**src/hw/rtl/mtc_pkg.sv**
```systemverilog
`timescale 1ns / 1ps
package mtc_pkg;

  // Input and result items
  typedef struct packed {
    logic [7:0] char_in;
    logic       end_of_line;
  } mtc_in_t;

  typedef struct packed {
    logic [7:0] char_out;
    logic       last_of_run;
  } mtc_out_t;

  // Work handed from the front to the back
  typedef struct packed {
    logic       is_dec;   // decode result (letter, maybe '?') vs. encode run
    logic       space;    // encode: leading space
    logic [2:0] len;      // encode: number of symbols
    logic [3:0] bits;     // encode: symbols, first one most significant, dash 1
    logic [7:0] letter;   // decode: first result character
    logic       second;   // decode: a trailing '?' follows
  } mtc_job_t;

  localparam logic [7:0] CHAR_DOT   = 8'h2E;
  localparam logic [7:0] CHAR_DASH  = 8'h2D;
  localparam logic [7:0] CHAR_SPACE = 8'h20;
  localparam logic [7:0] CHAR_QUERY = 8'h3F;
  localparam logic [7:0] CHAR_UP_A  = 8'h41;
  localparam logic [7:0] CHAR_UP_Z  = 8'h5A;
  localparam logic [7:0] CHAR_LO_A  = 8'h61;
  localparam logic [7:0] CHAR_LO_Z  = 8'h7A;
  localparam logic [7:0] CASE_FOLD  = 8'h20;

  localparam int unsigned MAX_SYMBOLS = 4;

  localparam logic DIR_ENCODE = 1'b0;
  localparam logic DIR_DECODE = 1'b1;

  localparam int unsigned ADDR_W = 3;
  localparam logic [0:0] REG_DIRECTION = 1'b0;

  // Marker-prefixed code to letter, zero where no letter exists
  function automatic logic [7:0] code_to_letter(input logic [4:0] idx);
    logic [7:0] l;
    case (idx)
      5'd2:  l = "E";  5'd3:  l = "T";  5'd4:  l = "I";  5'd5:  l = "A";
      5'd6:  l = "N";  5'd7:  l = "M";  5'd8:  l = "S";  5'd9:  l = "U";
      5'd10: l = "R";  5'd11: l = "W";  5'd12: l = "D";  5'd13: l = "K";
      5'd14: l = "G";  5'd15: l = "O";  5'd16: l = "H";  5'd17: l = "V";
      5'd18: l = "F";  5'd20: l = "L";  5'd22: l = "P";  5'd23: l = "J";
      5'd24: l = "B";  5'd25: l = "X";  5'd26: l = "C";  5'd27: l = "Y";
      5'd28: l = "Z";  5'd29: l = "Q";
      default: l = 8'd0;
    endcase
    return l;
  endfunction

  // Letter index A..Z to marker-prefixed code
  function automatic logic [4:0] letter_to_code(input logic [4:0] idx);
    logic [4:0] c;
    case (idx)
      5'd0:  c = 5'd5;   5'd1:  c = 5'd24;  5'd2:  c = 5'd26;  5'd3:  c = 5'd12;
      5'd4:  c = 5'd2;   5'd5:  c = 5'd18;  5'd6:  c = 5'd14;  5'd7:  c = 5'd16;
      5'd8:  c = 5'd4;   5'd9:  c = 5'd23;  5'd10: c = 5'd13;  5'd11: c = 5'd20;
      5'd12: c = 5'd7;   5'd13: c = 5'd6;   5'd14: c = 5'd15;  5'd15: c = 5'd22;
      5'd16: c = 5'd29;  5'd17: c = 5'd10;  5'd18: c = 5'd8;   5'd19: c = 5'd3;
      5'd20: c = 5'd9;   5'd21: c = 5'd17;  5'd22: c = 5'd11;  5'd23: c = 5'd25;
      5'd24: c = 5'd27;  5'd25: c = 5'd28;
      default: c = 5'd0;
    endcase
    return c;
  endfunction

  // Look a collected code up; '?' for empty, overlong or unknown
  function automatic logic [7:0] decode_code(input logic [2:0] len, input logic [3:0] bits);
    logic [4:0] idx;
    logic [7:0] l;
    idx = {1'b0, bits};
    case (len)
      3'd1:    idx = idx | 5'd2;
      3'd2:    idx = idx | 5'd4;
      3'd3:    idx = idx | 5'd8;
      3'd4:    idx = idx | 5'd16;
      default: idx = idx;
    endcase
    l = code_to_letter(idx);
    if (len == 3'd0 || len > 3'(MAX_SYMBOLS) || l == 8'd0) begin
      l = CHAR_QUERY;
    end
    return l;
  endfunction

endpackage

```
**src/hw/rtl/mtc_front.sv**
```systemverilog
`timescale 1ns / 1ps
module mtc_front (
  input  logic              clk_i,
  input  logic              rst_ni,
  input  logic              direction_i,
  input  logic              accept_i,
  input  mtc_pkg::mtc_in_t  item_i,
  output logic              job_valid_o,
  output mtc_pkg::mtc_job_t job_o
);

  logic [3:0] code_bits_q, code_bits_d;
  logic [2:0] code_len_q, code_len_d;
  logic       emitted_q, emitted_d;

  logic [7:0] up_char;
  logic       is_letter;
  logic [4:0] enc_code;
  logic [2:0] enc_len;
  logic       is_sym, is_space, eol;
  logic [3:0] sym_bits;
  logic [2:0] sym_len;

  // Classify the character
  always_comb begin
    up_char = item_i.char_in;
    if (item_i.char_in >= mtc_pkg::CHAR_LO_A && item_i.char_in <= mtc_pkg::CHAR_LO_Z) begin
      up_char = item_i.char_in - mtc_pkg::CASE_FOLD;
    end
    is_letter = (up_char >= mtc_pkg::CHAR_UP_A) && (up_char <= mtc_pkg::CHAR_UP_Z);
    enc_code  = mtc_pkg::letter_to_code(5'(up_char - mtc_pkg::CHAR_UP_A));
    if (enc_code[4]) begin
      enc_len = 3'd4;
    end else if (enc_code[3]) begin
      enc_len = 3'd3;
    end else if (enc_code[2]) begin
      enc_len = 3'd2;
    end else begin
      enc_len = 3'd1;
    end
    is_sym   = (item_i.char_in == mtc_pkg::CHAR_DOT) || (item_i.char_in == mtc_pkg::CHAR_DASH);
    is_space = (item_i.char_in == mtc_pkg::CHAR_SPACE);
    eol      = item_i.end_of_line;
  end

  // Collect a dot or dash; freeze the bits once the code is overlong
  always_comb begin
    sym_bits = code_bits_q;
    sym_len  = code_len_q;
    if (is_sym) begin
      if (code_len_q < 3'(mtc_pkg::MAX_SYMBOLS)) begin
        sym_bits = {code_bits_q[2:0], item_i.char_in == mtc_pkg::CHAR_DASH};
        sym_len  = code_len_q + 3'd1;
      end else begin
        sym_len = 3'(mtc_pkg::MAX_SYMBOLS + 1);
      end
    end
  end

  // Build the job and the next state
  always_comb begin
    job_o        = '0;
    job_valid_o  = 1'b0;
    code_bits_d  = code_bits_q;
    code_len_d   = code_len_q;
    emitted_d    = emitted_q;
    if (direction_i == mtc_pkg::DIR_ENCODE) begin
      job_o.is_dec = 1'b0;
      job_o.space  = emitted_q;
      job_o.len    = enc_len;
      job_o.bits   = enc_code[3:0];
      job_valid_o  = is_letter;
      if (is_letter) begin
        emitted_d = 1'b1;
      end
    end else begin
      job_o.is_dec = 1'b1;
      job_o.letter = mtc_pkg::decode_code(sym_len, sym_bits);
      job_o.second = is_space && eol;
      job_valid_o  = is_space || eol;
      code_bits_d  = is_space ? 4'd0 : sym_bits;
      code_len_d   = is_space ? 3'd0 : sym_len;
    end
    if (eol) begin
      code_bits_d = '0;
      code_len_d  = '0;
      emitted_d   = 1'b0;
    end
    job_valid_o = job_valid_o && accept_i;
  end

  // Advance the line state on each accepted item
  always_ff @(posedge clk_i or negedge rst_ni) begin
    if (!rst_ni) begin
      code_bits_q <= '0;
      code_len_q  <= '0;
      emitted_q   <= 1'b0;
    end else if (accept_i) begin
      code_bits_q <= code_bits_d;
      code_len_q  <= code_len_d;
      emitted_q   <= emitted_d;
    end
  end

endmodule

```
**src/hw/rtl/mtc_job_fifo.sv**
```systemverilog
`timescale 1ns / 1ps
module mtc_job_fifo #(
  parameter int unsigned DEPTH = 2
) (
  input  logic              clk_i,
  input  logic              rst_ni,
  input  logic              push_i,
  input  mtc_pkg::mtc_job_t data_i,
  output logic              full_o,
  output logic              valid_o,
  output mtc_pkg::mtc_job_t data_o,
  input  logic              pop_i
);

  localparam int unsigned PW = (DEPTH > 1) ? $clog2(DEPTH) : 1;
  localparam int unsigned CW = $clog2(DEPTH + 1);

  mtc_pkg::mtc_job_t  mem_q [DEPTH];
  logic [PW-1:0]      wr_ptr_q, rd_ptr_q;
  logic [CW-1:0]      count_q;

  assign full_o  = (count_q == CW'(DEPTH));
  assign valid_o = (count_q != '0);
  assign data_o  = mem_q[rd_ptr_q];

  // Store pushed jobs
  always_ff @(posedge clk_i) begin
    if (push_i) begin
      mem_q[wr_ptr_q] <= data_i;
    end
  end

  // Advance pointers and the fill count
  always_ff @(posedge clk_i or negedge rst_ni) begin
    if (!rst_ni) begin
      wr_ptr_q <= '0;
      rd_ptr_q <= '0;
      count_q  <= '0;
    end else begin
      if (push_i) begin
        wr_ptr_q <= (wr_ptr_q == PW'(DEPTH - 1)) ? '0 : wr_ptr_q + 1'b1;
      end
      if (pop_i) begin
        rd_ptr_q <= (rd_ptr_q == PW'(DEPTH - 1)) ? '0 : rd_ptr_q + 1'b1;
      end
      if (push_i && !pop_i) begin
        count_q <= count_q + 1'b1;
      end else if (pop_i && !push_i) begin
        count_q <= count_q - 1'b1;
      end
    end
  end

  ap_no_overflow: assert property (@(posedge clk_i) disable iff (!rst_ni)
    push_i |-> (!full_o || pop_i)) else $error("job pushed into a full queue");
  ap_no_underflow: assert property (@(posedge clk_i) disable iff (!rst_ni)
    pop_i |-> valid_o) else $error("job popped from an empty queue");
  ap_count_bound: assert property (@(posedge clk_i) disable iff (!rst_ni)
    count_q <= CW'(DEPTH)) else $error("queue fill count out of range");

endmodule

```
**src/hw/rtl/mtc_back.sv**
```systemverilog
`timescale 1ns / 1ps
module mtc_back (
  input  logic              clk_i,
  input  logic              rst_ni,
  input  logic              job_valid_i,
  input  mtc_pkg::mtc_job_t job_i,
  output logic              job_pop_o,
  output logic              out_valid_o,
  output mtc_pkg::mtc_out_t out_o,
  input  logic              out_pop_i
);

  logic [2:0]        idx_q, idx_d;
  logic              out_valid_q, out_valid_d;
  mtc_pkg::mtc_out_t out_q;
  logic [2:0]        job_count;
  logic [2:0]        sym_idx, bit_pos;
  logic [7:0]        next_char;
  logic              is_last, out_ready, emit;

  // Pick the character at the current position of the job
  always_comb begin
    if (job_i.is_dec) begin
      job_count = job_i.second ? 3'd2 : 3'd1;
      next_char = (idx_q == 3'd0) ? job_i.letter : mtc_pkg::CHAR_QUERY;
      sym_idx   = '0;
      bit_pos   = '0;
    end else begin
      job_count = job_i.len + {2'b00, job_i.space};
      sym_idx   = idx_q - {2'b00, job_i.space};
      bit_pos   = job_i.len - 3'd1 - sym_idx;
      if (job_i.space && idx_q == 3'd0) begin
        next_char = mtc_pkg::CHAR_SPACE;
      end else begin
        next_char = job_i.bits[bit_pos[1:0]] ? mtc_pkg::CHAR_DASH : mtc_pkg::CHAR_DOT;
      end
    end
    is_last   = (idx_q == job_count - 3'd1);
    out_ready = !out_valid_q || out_pop_i;
    emit      = job_valid_i && out_ready;
    job_pop_o = emit && is_last;
    idx_d     = emit ? (is_last ? 3'd0 : idx_q + 3'd1) : idx_q;
    out_valid_d = emit || (out_valid_q && !out_pop_i);
  end

  // Hold the result register until popped; one character per cycle while it is free or popped
  always_ff @(posedge clk_i or negedge rst_ni) begin
    if (!rst_ni) begin
      idx_q       <= '0;
      out_valid_q <= 1'b0;
    end else begin
      idx_q       <= idx_d;
      out_valid_q <= out_valid_d;
    end
  end

  always_ff @(posedge clk_i) begin
    if (emit) begin
      out_q.char_out    <= next_char;
      out_q.last_of_run <= is_last;
    end
  end

  assign out_valid_o = out_valid_q;
  assign out_o       = out_q;

  ap_idx_in_job: assert property (@(posedge clk_i) disable iff (!rst_ni)
    job_valid_i |-> idx_q < job_count) else $error("character index past job end");
  ap_mid_job_head: assert property (@(posedge clk_i) disable iff (!rst_ni)
    idx_q != 3'd0 |-> job_valid_i) else $error("job left the queue mid-run");

endmodule

```
**src/hw/rtl/morse_text_codec_core.sv**
```systemverilog
`timescale 1ns / 1ps
// The first result of an item passes through the job queue and the result register to the
// result ports. The back end gives one result per cycle while the result register is free
// or popped; an encoded letter gives up to 5 results with its leading space; silent items
// never enter the job queue. The input side accepts one item per cycle while the queue has
// room. Reset (rst_ni low, asynchronous) clears line state, queue, result valid, direction.
module morse_text_codec_core #(
  parameter int unsigned QUEUE_DEPTH = 2
) (
  input  logic                          clk_i,
  input  logic                          rst_ni,
  input  logic                          push,
  output logic                          full,
  input  mtc_pkg::mtc_in_t              in_item_i,
  output logic                          empty,
  input  logic                          pop,
  output mtc_pkg::mtc_out_t             out_item_o,
  input  logic                          psel,
  input  logic                          penable,
  input  logic                          pwrite,
  input  logic [mtc_pkg::ADDR_W-1:0]    paddr,
  input  logic [31:0]                   pwdata,
  output logic [31:0]                   prdata,
  output logic                          pready
);

  logic              direction_q;
  logic              accept;
  logic              job_valid, fifo_full, head_valid, head_pop, out_valid;
  mtc_pkg::mtc_job_t job, head_job;

  // Configuration register
  assign pready = 1'b1;
  assign prdata = (paddr[2] == mtc_pkg::REG_DIRECTION) ? {31'd0, direction_q} : 32'd0;

  always_ff @(posedge clk_i or negedge rst_ni) begin
    if (!rst_ni) begin
      direction_q <= mtc_pkg::DIR_ENCODE;
    end else if (psel && penable && pwrite && pready
                 && paddr[2] == mtc_pkg::REG_DIRECTION) begin
      direction_q <= pwdata[0];
    end
  end

  assign full   = fifo_full;
  assign accept = push && !fifo_full;
  assign empty  = !out_valid;

  mtc_front u_front (
    .clk_i       (clk_i),
    .rst_ni      (rst_ni),
    .direction_i (direction_q),
    .accept_i    (accept),
    .item_i      (in_item_i),
    .job_valid_o (job_valid),
    .job_o       (job)
  );

  mtc_job_fifo #(
    .DEPTH (QUEUE_DEPTH)
  ) u_fifo (
    .clk_i   (clk_i),
    .rst_ni  (rst_ni),
    .push_i  (job_valid),
    .data_i  (job),
    .full_o  (fifo_full),
    .valid_o (head_valid),
    .data_o  (head_job),
    .pop_i   (head_pop)
  );

  mtc_back u_back (
    .clk_i       (clk_i),
    .rst_ni      (rst_ni),
    .job_valid_i (head_valid),
    .job_i       (head_job),
    .job_pop_o   (head_pop),
    .out_valid_o (out_valid),
    .out_o       (out_item_o),
    .out_pop_i   (pop)
  );

endmodule

```
**config.mk**
```make
export PLATFORM = sky130hd
export DESIGN_NAME = morse_text_codec_core
export DESIGN_NICKNAME = d
export VERILOG_FILES = /design/src/hw/rtl/mtc_pkg.sv /design/src/hw/rtl/mtc_front.sv /design/src/hw/rtl/mtc_job_fifo.sv /design/src/hw/rtl/mtc_back.sv /design/src/hw/rtl/morse_text_codec_core.sv
export SDC_FILE = /design/constraint.sdc
export NUM_CORES = 1
export LEC_CHECK = 0
export BUFFER_PORTS_ARGS = -buffer_cell sky130_fd_sc_hd__buf_2
export CAP_MARGIN = 20
export CORE_MARGIN = 2
export CORE_UTILIZATION = 51
export DETAILED_ROUTE_END_ITERATION = 6
export PLACE_DENSITY = 0.75
export SLEW_MARGIN = 5
export SYNTH_ARGS = -nofsm -noshare
export SYNTH_HDL_FRONTEND = slang
export SYNTH_SLANG_ARGS = --single-unit
```
**constraint.sdc**
```tcl
create_clock -name clk_i -period 8.2 [get_ports clk_i]
set_input_delay 0.82 -clock clk_i [delete_from_list [all_inputs] [get_ports clk_i]]
set_output_delay 0.82 -clock clk_i [all_outputs]
set_load 0.1 [all_outputs]
```
# == Yosys cells after proc, flatten, opt, wreduce, memory -nomap -nowiden ==
# Memories as Yosys holds them, arrays and structs flattened.
# Cells that the tools add are included.
# totals
reg_bits,26
input_bits,51
wordCells,120
ram_bits,36
romBits,352
out_inout_bits,44
mem_count,3
# classes
bitwise_logic,1
n_eq_ne,10
order_cmp,7
reduce_logical,34
addsub,13
mux,41
# mem_list
memory,words,width,read_ports,rd_ports_with_merged_regs,wr,line,source
(no name shown),32,6,1,0,0,mtc_pkg.sv:46,case (idx)
(no name shown),32,5,1,0,0,mtc_pkg.sv:62,case (idx)
u_fifo.mem_q,2,18,1,0,1,mtc_job_fifo.sv:18,mtc_pkg::mtc_job_t mem_q [DEPTH];
# op_table
op,n
two-way mux 8 bit,7
equality test 8 x 6 -> 1 bit (second input constant),3
two-way mux 3 bit,8
two-way mux 4 bit,5
one-hot mux 5 bit (4 select lines),1
>= comparator 8 x 7 -> 1 bit (second input constant),2
<= comparator 8 x 7 -> 1 bit (second input constant),2
logical AND 1 bit,14
two-way mux 2 bit,6
two-way mux 1 bit,11
two-way mux 9 bit,1
zero test 8 bit,1
nonzero test 2 bit,4
subtractor 8 x 6 -> 8 bit (second input constant),1
adder 3 x 1 -> 3 bit (second input constant),2
equality test 3 x 2 -> 1 bit (second input constant),2
zero test 3 bit,2
logical OR 1 bit,6
zero test 1 bit,5
two-way mux 5 bit,1
subtractor 5 x 1 -> 5 bit (second input constant),1
subtractor 2 x 1 -> 2 bit (second input constant),2
adder 3 x 1 -> 3 bit,1
equality test 3 x 1 -> 1 bit (second input constant),1
16 further kinds,17

# == Longest topological paths before layout ==
# An unclocked memory read counts as a cell.
# depth
ltp_word,12
ltp_mapped,22

# == Cells and area by module ==
# Synthesis repeated with hierarchy kept, for this count alone.
# hier_totals
hier_cells,467
area_unflattened_um2,4689.5
# modules_own_cells
mod,seq_area_each_um2,cells_per_inst,area_each_um2,instances
mtc_front,200.2,287,2063.2,1
mtc_job_fifo,1181.1,72,1537.7,1
mtc_back,370.4,68,777.0,1
morse_text_codec_core,25.0,40,311.5,1

# == Least setup slack after synthesis ==
# OpenSTA, ideal clock, no wires.
# synth_path
kind,input port to flip-flop
start,input in_item_i[1] in the netlist's numbering
end,memory u_fifo.mem_q[0][1] in the netlist's numbering (data pin)
setup_time_ns,0.169
path_stages,20
slack_ns,2.969
arrival_ns,5.062
n_path_buf,2
path_cell_list,clkbuf_1 inv_1 ha_1 or2_2 clkbuf_1 a41oi_2 inv_1 ha_1 nor4b_1 nand4_1 a21oi_1 o32ai_1 ha_1 nor2_1 a32o_1 o32ai_1 o22ai_1 a211oi_1 nand4_1 o21ai_0
# synth_rtl
item,line,source
from (decl),morse_text_codec_core.sv:14,"input mtc_pkg::mtc_in_t in_item_i,"
to (decl),mtc_job_fifo.sv:18,

==> flow_metrics.env <==
export IMPL_max_stage_delay_ns=0.88
export IMPL_drt_first_iter_violations=269
export IMPL_reg2reg_depth=18
export IMPL_post_dp_cell_area_um2=4610
export IMPL_start_util_pct=52.4
export IMPL_final_common_cell="nand2_1"
export IMPL_p_leak_nw=1.97
export IMPL_ant_nets=0
export IMPL_die_area_um2=9690
export IMPL_reg2reg_from="u_front.code_len_q[2]"
export IMPL_finalSetupViolCount=0
export IMPL_antenna_found_initial=0
export IMPL_track_usage_pct=19.6
export IMPL_yosysWarningCount=0
export IMPL_nFillCells=800
export IMPL_hp_class="input pin to async pin"
export IMPL_cp_common_cell="ha_1"
export IMPL_fin_crit_sh_pct=72.2
export IMPL_finish_instance_area_um2=4770
export IMPL_synth_area_per_cell_um2=9.40
export IMPL_cp_max_fo=16
export IMPL_outcome="finished clean"
export IMPL_clkTransAtPathRegs_ns=0.07
export IMPL_r2r_slack_ns=2.43
export IMPL_end_kind="flop"
export IMPL_die_y_um=98.4
export IMPL_rsz0062_at_grt="false"
export IMPL_fmax_mhz=169
export IMPL_diodes=0
export IMPL_cp_arrival_ns=6.03
export IMPL_slew_headroom_pct=32.9
export IMPL_hold_buffers=0
export IMPL_core_um2=8680
export IMPL_std_cell_rows=34
export IMPL_vias=3570
export IMPL_firstDrtPassIters=5
export IMPL_cts_buffer_depth=2
export IMPL_grt_pass1_wl_um=15400
export IMPL_synth_cell_types=73
export IMPL_tightest_slew_ns=1.00
export IMPL_fin_crit_ns=5.92
export IMPL_crit_type="input pin to flop"
export IMPL_grt_overflow=0
export IMPL_die_w_um=98.4
export IMPL_synth_edf_count=42
export IMPL_setup_tns_ns=0
export IMPL_dp_hpwl_um=6820
export IMPL_viasPerCell=5.82
export IMPL_cts_setup_buffers=0
export IMPL_area_growth_pct=4.79
export IMPL_maxCapViolations=0
export IMPL_cts_resized=0
export IMPL_layout_common_cells="nand2_1 (47), o21ai_0 (42), edfxtp_1 (42), conb_1 (33), nor2_1 (30)"
export IMPL_ys_ff_latch=59
export IMPL_async_reset_ff_share_pct=28.8
export IMPL_clk_latency_ns=0.34
export IMPL_place_congestion=0.902
export IMPL_synth_cells=484
export IMPL_cts_sinks=59
export IMPL_worstSetupStartpointType="input pin"
export IMPL_cts_tree="yes"
export IMPL_pin_count=95
export IMPL_wl_per_cell_um=14.9
export IMPL_critPathRequiredTime_ns=8.30
export IMPL_p_per_area_nw_per_um2=260
export IMPL_yosysSeqAreaShare_pct=37.1
export IMPL_r2r_end="u_fifo.mem_q[0][5]"
export IMPL_path_cells="buf_2 > inv_1 > ha_1 > nor2_1 > nor3_1 > nand2_1 > o21ai_0 > ha_1 > nor3_1 > o31ai_1 > a21oi_1 > o32ai_1 > inv_1 > ha_1 > o2111ai_1 > o2111ai_1 > o32ai_1 > o22ai_1 > a21oi_1 > nand2_1 > o31ai_1"
export IMPL_grt_pass1_vias=3314
export IMPL_drv_slew=0
export IMPL_portBuffers=28
export IMPL_htreeDepth=3
export IMPL_synth_area_um2=4550
export IMPL_ir_drop_mv=0.131
export IMPL_final_hold_viol_count=0
export IMPL_cts_root_buffer="clkbuf_8"
export IMPL_cts_made_buffers=9
export IMPL_drive_above_1_share_pct=12.5
export IMPL_routed_wirelength_um=9160
export IMPL_synthFlopType="edfxtp_1"
export IMPL_route_detailed_drc=0
export IMPL_grt_max_degree=24
export IMPL_slowest_stage="o32ai_1"
export IMPL_finClkSkew_ns=0.0125
export IMPL_nets=579
==> stage by stage <==
step	power (mW)	hold slack (ns)	utilization (%)	std cells	worst slack, ns
2_1_floorplan	0.947	0.455	-	515	2.97
5_1_grt	1.32	0.405	54.9	613	1.79
4_1_cts	1.25	0.403	54.9	613	2.48
3_5_place_dp	1.03	0.483	53.1	598	2.16
3_3_place_gp	1.01	0.469	53.1	598	2.14
6_report	1.24	0.409	54.9	613	2.28
==> cell type report <==
type	instances	area (um^2)	area share (%)
Multi-Input combinational cell	380	2560	53.6
Sequential cell	59	1690	35.4
Timing Repair Buffer	29	148	3.10
Tap cell	108	135	2.83
Clock buffer	9	124	2.60
Inverter	22	82.6	1.73
Clock inverter	6	33.8	0.709
==> worst max-delay path: cells and delay by family <==
kind | cells | cell delay [ns]
adders and majority gates | 3 | 0.83
and+or+nand+nor | 5 | 1.01
buffers and inverters | 3 | 0.67
AOI/OAI and AO/OA | 10 | 2.69
==> kinds of logic (layout without fill, tap and decap cells) <==
family,count (synthesis),after routing,synth area share [%]
simple gates,147,147,16.7
compound gates,137,137,21.1
buf+inv,76,66,9.27
flops,59,59,37.1
fa+ha+maj,28,28,7.81
mux,18,18,4.59
xor+xnor,17,17,3.27
other cells,2,33,0.165
==> state kept, by name, indices dropped and copies added (netlist names) <==
name and flops:
direction_q 1, u_back.idx_q 3, u_back.out_o 8, u_back.out_valid_o 1, u_fifo.count_q 2, u_fifo.mem_q 34, u_fifo.rd_ptr_q 1, u_fifo.wr_ptr_q 1
u_front.code_bits_q 4, u_front.code_len_q 3, u_front.emitted_q 1
==> worst max-delay path by stage <==
stage	startpoint	end	slack, ns	cells after the start
2_1_floorplan	in_item_i[1]	u_fifo.mem_q[0][1]	2.97	20
3_3_place_gp	in_item_i[1]	u_fifo.mem_q[0][4]	2.14	21
3_5_place_dp	in_item_i[1]	u_fifo.mem_q[0][5]	2.16	21
4_1_cts	in_item_i[1]	u_fifo.mem_q[0][5]	2.48	21
5_1_grt	in_item_i[1]	u_fifo.mem_q[0][5]	1.79	21
6_report	in_item_i[1]	u_fifo.mem_q[0][5]	2.28	21
==> power by group <==
part	internal [mW]	switching (mW)	total [mW]
Clock	0.105	0.115	0.220
Combinational	0.166	0.405	0.571
Sequential	0.397	0.0530	0.450
Total	0.668	0.573	1.24
==> synth_stat cells, drive strengths merged, types with 8 or more instances <==
cell | instances | area share (%)
nor3 | 12 | 1.3
a21oi | 20 | 2.2
dfrtp | 17 | 9.4
xor2 | 8 | 1.5
inv | 22 | 1.8
o21ai | 43 | 4.7
nand2 | 47 | 3.9
edfxtp | 42 | 28
mux2i | 13 | 2.9
o211ai | 10 | 1.7
ha | 26 | 7.2
clkbuf | 14 | 1.2
nor2b | 11 | 1.5
a211oi | 8 | 1.4
xnor2 | 9 | 1.7
a31oi | 9 | 1.2
buf | 40 | 6.3
nand3 | 8 | 0.88
nor2 | 30 | 2.5
==> routing by layer <==
metal | global-route usage, % | vias to the layer above | share of wire (%)
met1 | 25.5 | 1679 | 44
met3 | 4.47 | 11 | 6.6
met4 | 6.32 | 0 | 1.2
li1 | - | 1755 | -
met5 | 0 | - | 0
met2 | 32.7 | 125 | 48
No activity file was read; power rests on OpenSTA's default activity.
